===== src/rtl/tbar_pkg.sv =====
// ----------------------------------------------------------------------------
// tbar_pkg: shared types and constants of the two-button auto-repeat block.
// Holds the configuration word layout, the register map and the level limits.
// ----------------------------------------------------------------------------
package tbar_pkg;

	localparam int CFG_W = 10;

	typedef logic [CFG_W-1:0] cfg_word_t;
	typedef logic [1:0]       level_t;

	localparam level_t LEVEL_IDLE  = 2'd0;
	localparam level_t LEVEL_FIRST = 2'd1;
	localparam level_t LEVEL_MAX   = 2'd2;

	localparam cfg_word_t INITIAL_DELAY_RST = 10'd20;
	localparam cfg_word_t SECOND_GAP_RST    = 10'd80;
	localparam cfg_word_t REPEAT_GAP_RST    = 10'd20;

	typedef enum logic [1:0] {
		REG_INITIAL_DELAY = 2'd0,
		REG_SECOND_GAP    = 2'd1,
		REG_REPEAT_GAP    = 2'd2
	} reg_idx_t;

	typedef struct packed {
		cfg_word_t initial_delay;
		cfg_word_t second_gap;
		cfg_word_t repeat_gap;
	} cfg_t;

endpackage


===== src/rtl/tbar_channel.sv =====
// ----------------------------------------------------------------------------
// tbar_channel: next-state logic of one button channel.
// Decides click or repeat step, raises or clears the level and moves or reloads the threshold.
// ----------------------------------------------------------------------------
module tbar_channel import tbar_pkg::*; #(
	parameter int HOLD_COUNT_WIDTH = 16,
	parameter int THR_W = (HOLD_COUNT_WIDTH + 1 > CFG_W) ? HOLD_COUNT_WIDTH + 1 : CFG_W
) (
	input  logic [HOLD_COUNT_WIDTH-1:0] held,
	input  logic                        released,
	input  level_t                      level,
	input  logic [THR_W-1:0]            thr,
	input  cfg_t                        cfg,
	output logic                        step,
	output level_t                      level_nxt,
	output logic [THR_W-1:0]            thr_nxt
);

	// Largest threshold reachable by addition: all ones in HOLD_COUNT_WIDTH+1 bits.
	localparam logic [THR_W:0] THR_MAX =
		{{(THR_W - HOLD_COUNT_WIDTH){1'b0}}, {(HOLD_COUNT_WIDTH + 1){1'b1}}};

	level_t           level_up;
	cfg_word_t        gap;
	logic [THR_W:0]   thr_sum;
	logic             hold_hit;

	always_comb begin
		level_up = (level < LEVEL_MAX) ? level + 2'd1 : LEVEL_MAX;
		gap      = (level_up == LEVEL_FIRST) ? cfg.second_gap : cfg.repeat_gap;
		thr_sum  = {1'b0, thr} + {{(THR_W + 1 - CFG_W){1'b0}}, gap};
		hold_hit = (held != '0) &&
			({{(THR_W - HOLD_COUNT_WIDTH){1'b0}}, held} >= thr);
	end

	always_comb begin
		step      = 1'b0;
		level_nxt = level;
		thr_nxt   = thr;
		if (released) begin
			step      = (level == LEVEL_IDLE);
			level_nxt = LEVEL_IDLE;
			thr_nxt   = {{(THR_W - CFG_W){1'b0}}, cfg.initial_delay};
		end else if (hold_hit) begin
			step      = 1'b1;
			level_nxt = level_up;
			thr_nxt   = (thr_sum > THR_MAX) ? THR_MAX[THR_W-1:0] : thr_sum[THR_W-1:0];
		end
	end

endmodule


===== src/rtl/two_button_auto_repeat.sv =====
// ----------------------------------------------------------------------------
// two_button_auto_repeat: an accepted word moves from the input register to the result register
// once that is empty or being read. Throughput is one word per cycle while result_ready is high.
// A stalled result word holds the input register, and item_ready then follows result_ready
// combinationally. Reset clears mode, levels and valids; thresholds and registers take their defaults.
// ----------------------------------------------------------------------------
module two_button_auto_repeat import tbar_pkg::*; #(
	parameter int HOLD_COUNT_WIDTH = 16
) (
	input  logic                        clk,
	input  logic                        arst_n,
	// Configuration port
	input  logic                        psel,
	input  logic                        penable,
	input  logic                        pwrite,
	input  logic [3:0]                  paddr,
	input  logic [31:0]                 pwdata,
	output logic [31:0]                 prdata,
	output logic                        pready,
	// Input channel
	input  logic                        item_valid,
	output logic                        item_ready,
	input  logic [HOLD_COUNT_WIDTH-1:0] yes_held_ticks,
	input  logic                        yes_released,
	input  logic [HOLD_COUNT_WIDTH-1:0] no_held_ticks,
	input  logic                        no_released,
	// Result channel
	output logic                        result_valid,
	input  logic                        result_ready,
	output logic                        yes_step,
	output logic                        no_step,
	output logic                        confirm_pulse
);

	localparam int THR_W = (HOLD_COUNT_WIDTH + 1 > CFG_W) ? HOLD_COUNT_WIDTH + 1 : CFG_W;

	cfg_t cfg_q;
	reg_idx_t reg_idx;
	logic cfg_wr;

	logic                        valid_s1;
	logic [HOLD_COUNT_WIDTH-1:0] yes_held_s1, no_held_s1;
	logic                        yes_rel_s1, no_rel_s1;

	logic             both_mode_q;
	level_t           yes_level_q, no_level_q;
	logic [THR_W-1:0] yes_thr_q, no_thr_q;

	logic result_valid_q, yes_step_q, no_step_q, confirm_q;

	logic             s1_fire;
	logic             yes_ch_step, no_ch_step;
	level_t           yes_ch_level, no_ch_level;
	logic [THR_W-1:0] yes_ch_thr, no_ch_thr;

	logic             both_mode_d, yes_step_d, no_step_d, confirm_d;
	level_t           yes_level_d, no_level_d;
	logic [THR_W-1:0] yes_thr_d, no_thr_d;
	logic             yes_act, no_act;

	// ---------------- configuration registers ----------------
	assign pready  = 1'b1;
	assign reg_idx = reg_idx_t'(paddr[3:2]);
	assign cfg_wr  = psel && penable && pwrite;

	always_ff @(posedge clk or negedge arst_n) begin
		if (!arst_n) begin
			cfg_q.initial_delay <= INITIAL_DELAY_RST;
			cfg_q.second_gap    <= SECOND_GAP_RST;
			cfg_q.repeat_gap    <= REPEAT_GAP_RST;
		end else if (cfg_wr) begin
			case (reg_idx)
				REG_INITIAL_DELAY: cfg_q.initial_delay <= pwdata[CFG_W-1:0];
				REG_SECOND_GAP:    cfg_q.second_gap    <= pwdata[CFG_W-1:0];
				REG_REPEAT_GAP:    cfg_q.repeat_gap    <= pwdata[CFG_W-1:0];
				default: ;
			endcase
		end
	end

	always_comb begin
		case (reg_idx)
			REG_INITIAL_DELAY: prdata = {{(32 - CFG_W){1'b0}}, cfg_q.initial_delay};
			REG_SECOND_GAP:    prdata = {{(32 - CFG_W){1'b0}}, cfg_q.second_gap};
			REG_REPEAT_GAP:    prdata = {{(32 - CFG_W){1'b0}}, cfg_q.repeat_gap};
			default:           prdata = '0;
		endcase
	end

	// ---------------- handshake ----------------
	assign s1_fire    = valid_s1 && (!result_valid_q || result_ready);
	assign item_ready = !valid_s1 || s1_fire;

	always_ff @(posedge clk or negedge arst_n) begin
		if (!arst_n) begin
			valid_s1 <= 1'b0;
		end else if (item_ready) begin
			valid_s1 <= item_valid;
		end
	end

	always_ff @(posedge clk) begin
		if (item_ready && item_valid) begin
			yes_held_s1 <= yes_held_ticks;
			yes_rel_s1  <= yes_released;
			no_held_s1  <= no_held_ticks;
			no_rel_s1   <= no_released;
		end
	end

	// ---------------- per-channel logic ----------------
	tbar_channel #(.HOLD_COUNT_WIDTH(HOLD_COUNT_WIDTH), .THR_W(THR_W)) u_yes (
		.held      (yes_held_s1),
		.released  (yes_rel_s1),
		.level     (yes_level_q),
		.thr       (yes_thr_q),
		.cfg       (cfg_q),
		.step      (yes_ch_step),
		.level_nxt (yes_ch_level),
		.thr_nxt   (yes_ch_thr)
	);

	tbar_channel #(.HOLD_COUNT_WIDTH(HOLD_COUNT_WIDTH), .THR_W(THR_W)) u_no (
		.held      (no_held_s1),
		.released  (no_rel_s1),
		.level     (no_level_q),
		.thr       (no_thr_q),
		.cfg       (cfg_q),
		.step      (no_ch_step),
		.level_nxt (no_ch_level),
		.thr_nxt   (no_ch_thr)
	);

	// A button counts as active while held and on the tick it is released.
	always_comb begin
		yes_act     = (yes_held_s1 != '0) || yes_rel_s1;
		no_act      = (no_held_s1 != '0) || no_rel_s1;
		both_mode_d = both_mode_q;
		yes_level_d = yes_level_q;
		no_level_d  = no_level_q;
		yes_thr_d   = yes_thr_q;
		no_thr_d    = no_thr_q;
		yes_step_d  = 1'b0;
		no_step_d   = 1'b0;
		confirm_d   = 1'b0;
		if (both_mode_q) begin
			if ((yes_held_s1 == '0) && (no_held_s1 == '0)) begin
				both_mode_d = 1'b0;
				yes_level_d = LEVEL_IDLE;
				no_level_d  = LEVEL_IDLE;
				yes_thr_d   = {{(THR_W - CFG_W){1'b0}}, cfg_q.initial_delay};
				no_thr_d    = {{(THR_W - CFG_W){1'b0}}, cfg_q.initial_delay};
			end
		end else if (yes_act && no_act) begin
			// Confirm only when neither button has started repeating.
			if ((yes_level_q == LEVEL_IDLE) && (no_level_q == LEVEL_IDLE)) begin
				both_mode_d = 1'b1;
				confirm_d   = 1'b1;
			end
		end else begin
			yes_step_d  = yes_ch_step;
			no_step_d   = no_ch_step;
			yes_level_d = yes_ch_level;
			no_level_d  = no_ch_level;
			yes_thr_d   = yes_ch_thr;
			no_thr_d    = no_ch_thr;
		end
	end

	always_ff @(posedge clk or negedge arst_n) begin
		if (!arst_n) begin
			both_mode_q <= 1'b0;
			yes_level_q <= LEVEL_IDLE;
			no_level_q  <= LEVEL_IDLE;
			yes_thr_q   <= {{(THR_W - CFG_W){1'b0}}, INITIAL_DELAY_RST};
			no_thr_q    <= {{(THR_W - CFG_W){1'b0}}, INITIAL_DELAY_RST};
		end else if (s1_fire) begin
			both_mode_q <= both_mode_d;
			yes_level_q <= yes_level_d;
			no_level_q  <= no_level_d;
			yes_thr_q   <= yes_thr_d;
			no_thr_q    <= no_thr_d;
		end
	end

	// ---------------- result register ----------------
	always_ff @(posedge clk or negedge arst_n) begin
		if (!arst_n) begin
			result_valid_q <= 1'b0;
		end else if (s1_fire) begin
			result_valid_q <= 1'b1;
		end else if (result_ready) begin
			result_valid_q <= 1'b0;
		end
	end

	always_ff @(posedge clk) begin
		if (s1_fire) begin
			yes_step_q <= yes_step_d;
			no_step_q  <= no_step_d;
			confirm_q  <= confirm_d;
		end
	end

	assign result_valid  = result_valid_q;
	assign yes_step      = yes_step_q;
	assign no_step       = no_step_q;
	assign confirm_pulse = confirm_q;

`ifndef ASSERT_OFF
	// Entering both-mode always goes with a confirm word loaded at the same edge.
	a_enter_confirms: assert property (@(posedge clk) disable iff (!arst_n)
		$rose(both_mode_q) |-> (result_valid_q && confirm_q))
		else $error("both-mode entered without a confirm word");

	// A word computed in both-mode carries no step and no confirm.
	a_both_mode_quiet: assert property (@(posedge clk) disable iff (!arst_n)
		(s1_fire && both_mode_q) |=> (!yes_step_q && !no_step_q && !confirm_q))
		else $error("step or confirm produced while in both-mode");

	// A confirm is only given when neither channel had started repeating.
	a_confirm_levels: assert property (@(posedge clk) disable iff (!arst_n)
		(s1_fire && confirm_d) |-> ((yes_level_q == LEVEL_IDLE) && (no_level_q == LEVEL_IDLE)))
		else $error("confirm given with a repeat pending");

	// Levels never leave the range idle to max.
	a_level_range: assert property (@(posedge clk) disable iff (!arst_n)
		(yes_level_q <= LEVEL_MAX) && (no_level_q <= LEVEL_MAX))
		else $error("channel level out of range");
`endif

endmodule


===== config.mk =====
export PLATFORM = sky130hd
export DESIGN_NAME = two_button_auto_repeat
export DESIGN_NICKNAME = d
export VERILOG_FILES = /design/src/rtl/tbar_pkg.sv /design/src/rtl/tbar_channel.sv /design/src/rtl/two_button_auto_repeat.sv
export SDC_FILE = /design/constraint.sdc
export NUM_CORES = 1
export LEC_CHECK = 0
export BUFFER_PORTS_ARGS = -buffer_cell sky130_fd_sc_hd__buf_2
export CORE_AREA = 2 2 161 163
export DETAILED_ROUTE_END_ITERATION = 10
export DIE_AREA = 0 0 163 165
export SLEW_MARGIN = 20
export SYNTH_ARGS = -nofsm -noshare
export SYNTH_HDL_FRONTEND = slang
export SYNTH_HIERARCHICAL = 1
export SYNTH_SLANG_ARGS = --single-unit

===== constraint.sdc =====
create_clock -name clk -period 3.65 [get_ports clk]
set_input_delay 0.73 -clock clk [delete_from_list [all_inputs] [get_ports clk]]
set_output_delay 0.73 -clock clk [all_outputs]
set_load 0.01 [all_outputs]

==> metrics.txt, run 1 <==
status finished, final reports clean; Worst Path Required around 4 ns; commonest non-fill, non-tap cell in the layout buf_2; commonest non-fill, non-tap cells in the layout 67 x buf_2, 62 x inv_1, 60 x dfrtp_1; Post-Layout Inst Area about 8400 um2; Cell Rows 58; GRT Overall Usage a little over an eighth; vias in the first global route 5303; cell area power density around 390 nW/um2; ys flop type dfrtp_1; Internal ~2.3 mW; DP Wirelength 13050 um; Fin. Hold Viols 0; fillers 2548; Syn. warnings 6; fin nets about 920; die area between 20000 and 30000 um2; Async S/R FF share, synth between 60% and 70%; Die Y 165 um; initial core utilization 29.66%; largest net degree at the start of global routing 43; final wirelength around 18000 um; Crit Path Class flip-flop to flip-flop; Crit Path Max Fanout 10; Max Cap Viol 0; Switching Power ~1 mW; cell area after synthesis about 7400 um2; vias 5497; Mapped Cells between 700 and 800; worst slew pin tran 1.012 ns; flops & latches, synth approximately 110; power share of the clock group 32.0%; Critical Path AT 3.63 ns; clk slew on worst S/H paths roughly 0.080 ns; Max clock buf depth 2; Vias/cell ~4.9; global-route wire length before repair 28810 um; Avg Inst Size Synth 10.30 um2; num ports approximately 120; Setup Skew 0.01117 ns; antenna diode count 0; DR iter-0 viols approximately 350; Seq pwr share 46.3%; die width between 150 and 200 um; routed length per placed instance between 15 and 20 um; EDFF count, synth 37; max-slew violation count 0; TritonCTS buffer count 9; gpl congestion just under 0.9; Distinct cells, synth 70; relative slew slack between 30% and 40%; Multi-input gate area just over 4000 um2; port bufs 67; Clk Latency, worst-skew pair ~0.37 ns; final setup vio count 0; Final ANT Viol Nets 0; area delta synth->final 12.98%; Total Negative Setup Slacks 0 ns; Worst Hold Class input pin to asynchronous set/reset pin; clock root buffer clkbuf_16; DRC errors left 0; CP Capture Type flip-flop; Sw Ratio a little under a third; RSZ-0062 raised after global routing false; area of the core around 25000 um2; grt total ovfl 0; layout cells sized above 1 between 20% and 30%; H-tree depth 3; Pleak ~3.7 nW; Reg area 2902 um2; Fmax roughly 300 MHz; drt pass-1 iters 5; TritonCTS clock tree yes; logic gate share of total power between 20 and 25%; clock sink total roughly 110; worst vdd ir ~0.2 mV; Min Clock Period, post-route ~3.4 ns; initial antenna violation count 0; Critical Path Start Type flip-flop; Final period util approximately 93%; Seq/Total Area, Yosys 39.06%; DP Area roughly 8100 um2
-- flip-flops by register name, indices dropped and copies added (netlist names), 2 cells and up --
signal / count
no_held_s1: 16
cfg_q: 30
yes_level_q: 2
no_level_q: 2
yes_thr_q: 17
no_thr_q: 17
yes_held_s1: 16
-- metal layers --
layer | global-route usage [%] | vias to the layer above | share of wire (%)
met1 | 18.51 | 2646 | 49
li1 | - | 2715 | -
met2 | 22.63 | 126 | 46
met5 | 0 | - | 0
met4 | 3.097 | 0 | 0.99
met3 | 2.762 | 10 | 3.9
-- power by group through the flow --
stage	Sequential, mW	Clock (mW)	Combinational, mW
after floorplan	1.48	0	0.551
after global placement	1.54	0	0.700
after detailed placement	1.54	0	0.709
after CTS	1.52	1.09	0.714
after global routing	1.54	1.13	0.804
final	1.52	1.06	0.714
-- path summary, 6_finish.rpt --
check / start / to / slack [ns] / depth (start not counted)
hold / removal: arst_n / cfg_q[1] / 0.43 / 1
min in group clk: valid_s1 / result_valid / 0.50 / 1
hold reg to reg: valid_s1 / result_valid / 0.50 / 1
setup reg to reg: no_level_q[0] / no_thr_q[12] / 0.27 / 12
max in group asynchronous: arst_n / yes_thr_q[4] / 2.46 / 2
setup / recovery: no_level_q[0] / no_thr_q[12] / 0.27 / 12
-- cell usage after synthesis, types with 4 or more instances --
master / instances / area (um2)
mux2i_1: 29 / 290.3
nor2b_1: 5 / 31.28
nor2_1: 24 / 90.09
xnor2_1: 8 / 70.07
a21o_1: 6 / 45.04
buf_6: 4 / 45.04
o21ai_1: 15 / 75.07
mux2_1: 24 / 270.3
a31oi_1: 6 / 37.54
buf_2: 4 / 20.02
nand2_1: 54 / 202.7
o21ai_0: 41 / 205.2
clkbuf_1: 16 / 60.06
a211oi_1: 7 / 52.55
xor2_1: 8 / 70.07
nor4_1: 19 / 118.9
mux2_2: 52 / 585.6
a22o_1: 19 / 166.4
a21oi_1: 33 / 165.2
a311oi_1: 4 / 35.03
edfxtp_1: 37 / 1111
dfrtp_1: 61 / 1526
buf_4: 25 / 187.7
nand4_1: 9 / 56.30
ha_1: 54 / 675.7
nand3_1: 16 / 80.08
nand2b_1: 4 / 25.02
inv_1: 62 / 232.7
dfstp_2: 10 / 262.8
or3_1: 6 / 37.54
-- kinds of logic after synthesis --
logic type / after synthesis / synth area share, %
DFF: 108 / 39.06
and+or+nand+nor: 163 / 11.49
xor gates and xnor gates: 16 / 1.888
AOI/OAI and AO/OA: 158 / 14.93
other: 2 / 0.1011
muxes: 105 / 15.44
adders and majority gates: 56 / 9.639
buffers and inverters: 113 / 7.449
-- critical path, stage by stage, from the launching register on --
cell and delay [ns]:
dfrtp_1 0.43, nor2_1 0.28, buf_12 0.18, mux2_2 0.34
ha_1 0.23, fa_1 0.41, nand3_1 0.10, nand2_1 0.10
a21oi_1 0.27, o21ai_1 0.23, nand4_1 0.17, mux2_1 0.33
a22o_1 0.19
-- metrics by stage --
stage                     instances  utilization [%]  worst slack, ns  hold slack (ns)  power, mW
after floorplan                 742                -           0.1189           0.4344      2.031
after global placement         1101            32.18           0.1684           0.4709      2.243
after detailed placement       1101            32.18           0.1230           0.4812      2.254
after CTS                      1117            33.45           0.1065           0.4613      3.328
after global routing           1117            33.50         0.008733           0.5021      3.479
final                          1117            33.50           0.2728           0.4325      3.293
-- what timing repair did --
action,in CTS,in global routing
hold buffers,0,0
endpoints found under the setup margin,0,3
setup buffers,0,0
resized for setup,0,2
-- layout make-up --
class                   count  area share [%]
clock inverters             5          0.7757
multi-input cells         521           48.46
inverters                  62           2.774
clock buffers              11           3.013
flip-flops and latches    108           34.59
repair buffers             80           5.459
well taps                 330           4.922
Note: power is estimated with default switching activity, not from simulation.
==> run 2, diff against run 1 <==
--- a/config.mk
+++ b/config.mk
@@ -6,9 +6,9 @@
 export NUM_CORES = 1
 export LEC_CHECK = 0
 export BUFFER_PORTS_ARGS = -buffer_cell sky130_fd_sc_hd__buf_2
-export CORE_AREA = 2 2 161 163
+export CORE_AREA = 2 2 140 142
 export DETAILED_ROUTE_END_ITERATION = 10
-export DIE_AREA = 0 0 163 165
+export DIE_AREA = 0 0 142 144
 export SLEW_MARGIN = 20
 export SYNTH_ARGS = -nofsm -noshare
 export SYNTH_HDL_FRONTEND = slang
==> run 2 against run 1 <==
Effect of this change: non-clock buffer count increased by 1; fmax decreased by 0.11%; first-iteration DRC count increased by 2.0%; global-route usage increased by 3.5 points; cell count decreased by 8.1%; critical path depth increased by 2; largest cell class unchanged.
==> metrics.txt, run 2 (same netlist as run 1, synthesis figures left out) <==
clock root buffer clkbuf_16; cell area power density between 300 and 400 nW/um2; biggest regs cfg_q (30), no_thr_q (17), yes_thr_q (17); Clk Latency, worst-skew pair approximately 0.36 ns; Max clock buf depth 2; commonest non-fill, non-tap cells in the layout 67 x buf_2, 62 x inv_1, 60 x dfrtp_1; DR iter-0 viols ~360; final setup vio count 0; Vias/cell 5.294; DRC errors left 0; Pleak approximately 3.7 nW; Largest Register cfg_q; DP Wirelength 12440 um; final wirelength between 15000 and 20000 um; layout cells sized above 1 between 20% and 30%; initial antenna violation count 0; die area slightly above 20000 um2; RSZ-0062 raised after global routing false; Crit path top cell by count a21oi_1; largest net degree at the start of global routing 40; area delta synth->final 11.38%; Total Negative Setup Slacks 0 ns; die width 142 um; port bufs 67; Cell Rows about 50; commonest non-fill, non-tap cell in the layout buf_2; Max Cap Viol 0; relative slew slack about a quarter; Min Clock Period, post-route 3.381 ns; Placed Instances 1010; clock sink total 108; vias about 5400; vias in the first global route roughly 5200; TritonCTS clock tree yes; Critical Path Start Type flip-flop; routed length per placed instance between 15 and 20 um; ordered cell list for the critical path nor2_1 -> buf_4 -> buf_4 -> mux2_2 -> ha_1 -> nand3_1 -> a21oi_1 -> o221ai_1 -> a21oi_1 -> a21oi_1 -> buf_4 -> or4_1 -> a21oi_1 -> a22o_1; GRT Overall Usage approximately 17%; critical path's largest stage delay around 0.46 ns; antenna diode count 0; status finished, final reports clean; worst slew pin tran approximately 1.1 ns; grt total ovfl 0; initial core utilization about two fifths; clk slew on worst S/H paths around 0.080 ns; num ports roughly 120; Worst Path Required a little under 4 ns; path depth of the worst reg2reg path 14; Crit Path Max Fanout 6; max reg flops 30; H-tree depth 3; fin worst setup slack approximately 0.27 ns; Die Y between 100 and 150 um; fin nets 916; RR Startpoint yes_level_q[0]; Crit Path Class flip-flop to flip-flop; CP Capture Type flip-flop; pre-CTS setup slack ~0.21 ns; Final period util 92.63%; Setup Skew roughly 0.014 ns; r2r endpoint yes_thr_q[13]; TritonCTS buffer count 9; fin cells ~1000; Fmax around 300 MHz; global-route wire length before repair 27630 um; Worst Hold Class input pin to asynchronous set/reset pin; gpl congestion approximately 0.84; critical path's slowest cell or4_1; fillers roughly 1800; worst vdd ir between 0.2 and 0.25 mV; area of the core 19080 um2; drt pass-1 iters 5; Critical Path AT 3.68 ns; reg2reg setup slack 0.27 ns; Fin. Hold Viols 0; max-slew violation count 0; Final ANT Viol Nets 0
[run 2: changes by cell type in the layout (fill, tap and decap cells not counted), sizes merged]
cell    before  now
buf         80   81
bufinv       1    2
clkinv       1    2
inv         65   63
[run 2: final cells by class]
| type | instances | area, um2 | area share, % |
|---|---|---|---|
| multi-input combinational | 521 | 4059 | 49.08 |
| timing repair buffer | 81 | 452.9 | 5.477 |
| clock buffer | 11 | 242.7 | 2.935 |
| tap | 238 | 297.8 | 3.601 |
| sequential | 108 | 2902 | 35.09 |
| inverter | 62 | 232.7 | 2.814 |
| clock inverter | 5 | 82.58 | 0.9986 |
[run 2: worst max-delay path by stage]
stage,from,end,slack [ns]
CTS,yes_level_q[0],yes_thr_q[12],0.18
global placement,yes_level_q[0],yes_thr_q[12],0.22
detailed placement,yes_level_q[0],yes_thr_q[12],0.21
global route,yes_level_q[0],yes_thr_q[13],0.09
finish,yes_level_q[0],yes_thr_q[13],0.27
floorplan,yes_level_q[0],yes_thr_q[12],0.12
[run 2: what timing repair did]
| action | CTS | global route |
|---|---|---|
| endpoints found under the setup margin | 0 | 1 |
| hold buffers | 0 | 0 |
| resized for setup | 0 | 1 |
| buffers inserted | 0 | 0 |
[run 2: where the power goes]
group | switching (mW) | total [mW] | internal (mW)
combinational | 0.385 | 0.708 | 0.324
sequential | 0.138 | 1.52 | 1.38
clock | 0.455 | 1.08 | 0.623
[run 2: routing by layer]
metal	routed length, um	up-vias	global-route usage [%]
met5	0	-	0
met4	239	0	4.895
met3	673	22	3.477
met2	7909	125	27.82
met1	8205	2566	23.54
li1	-	2719	-
[run 2: metrics by stage]
stage	hold WS (ns)	power, mW	area (um2)	utilization, %
4_1_cts	0.3805	3.344	8263	43.31
5_1_grt	0.3918	3.493	8269	43.34
3_5_place_dp	0.4794	2.247	7938	41.60
3_3_place_gp	0.4731	2.239	7938	41.60
2_1_floorplan	0.4344	2.031	7503	-
6_report	0.3616	3.307	8269	43.34
[run 2: worst max-delay path, delay by kind of cell, from the launching register on]
family          cells  cell delay (ns)
compound gates      6             0.98
fa+ha+maj           1             0.40
buf+inv             3             0.44
flops               1             0.43
mux                 1             0.36
simple gates        3             0.71
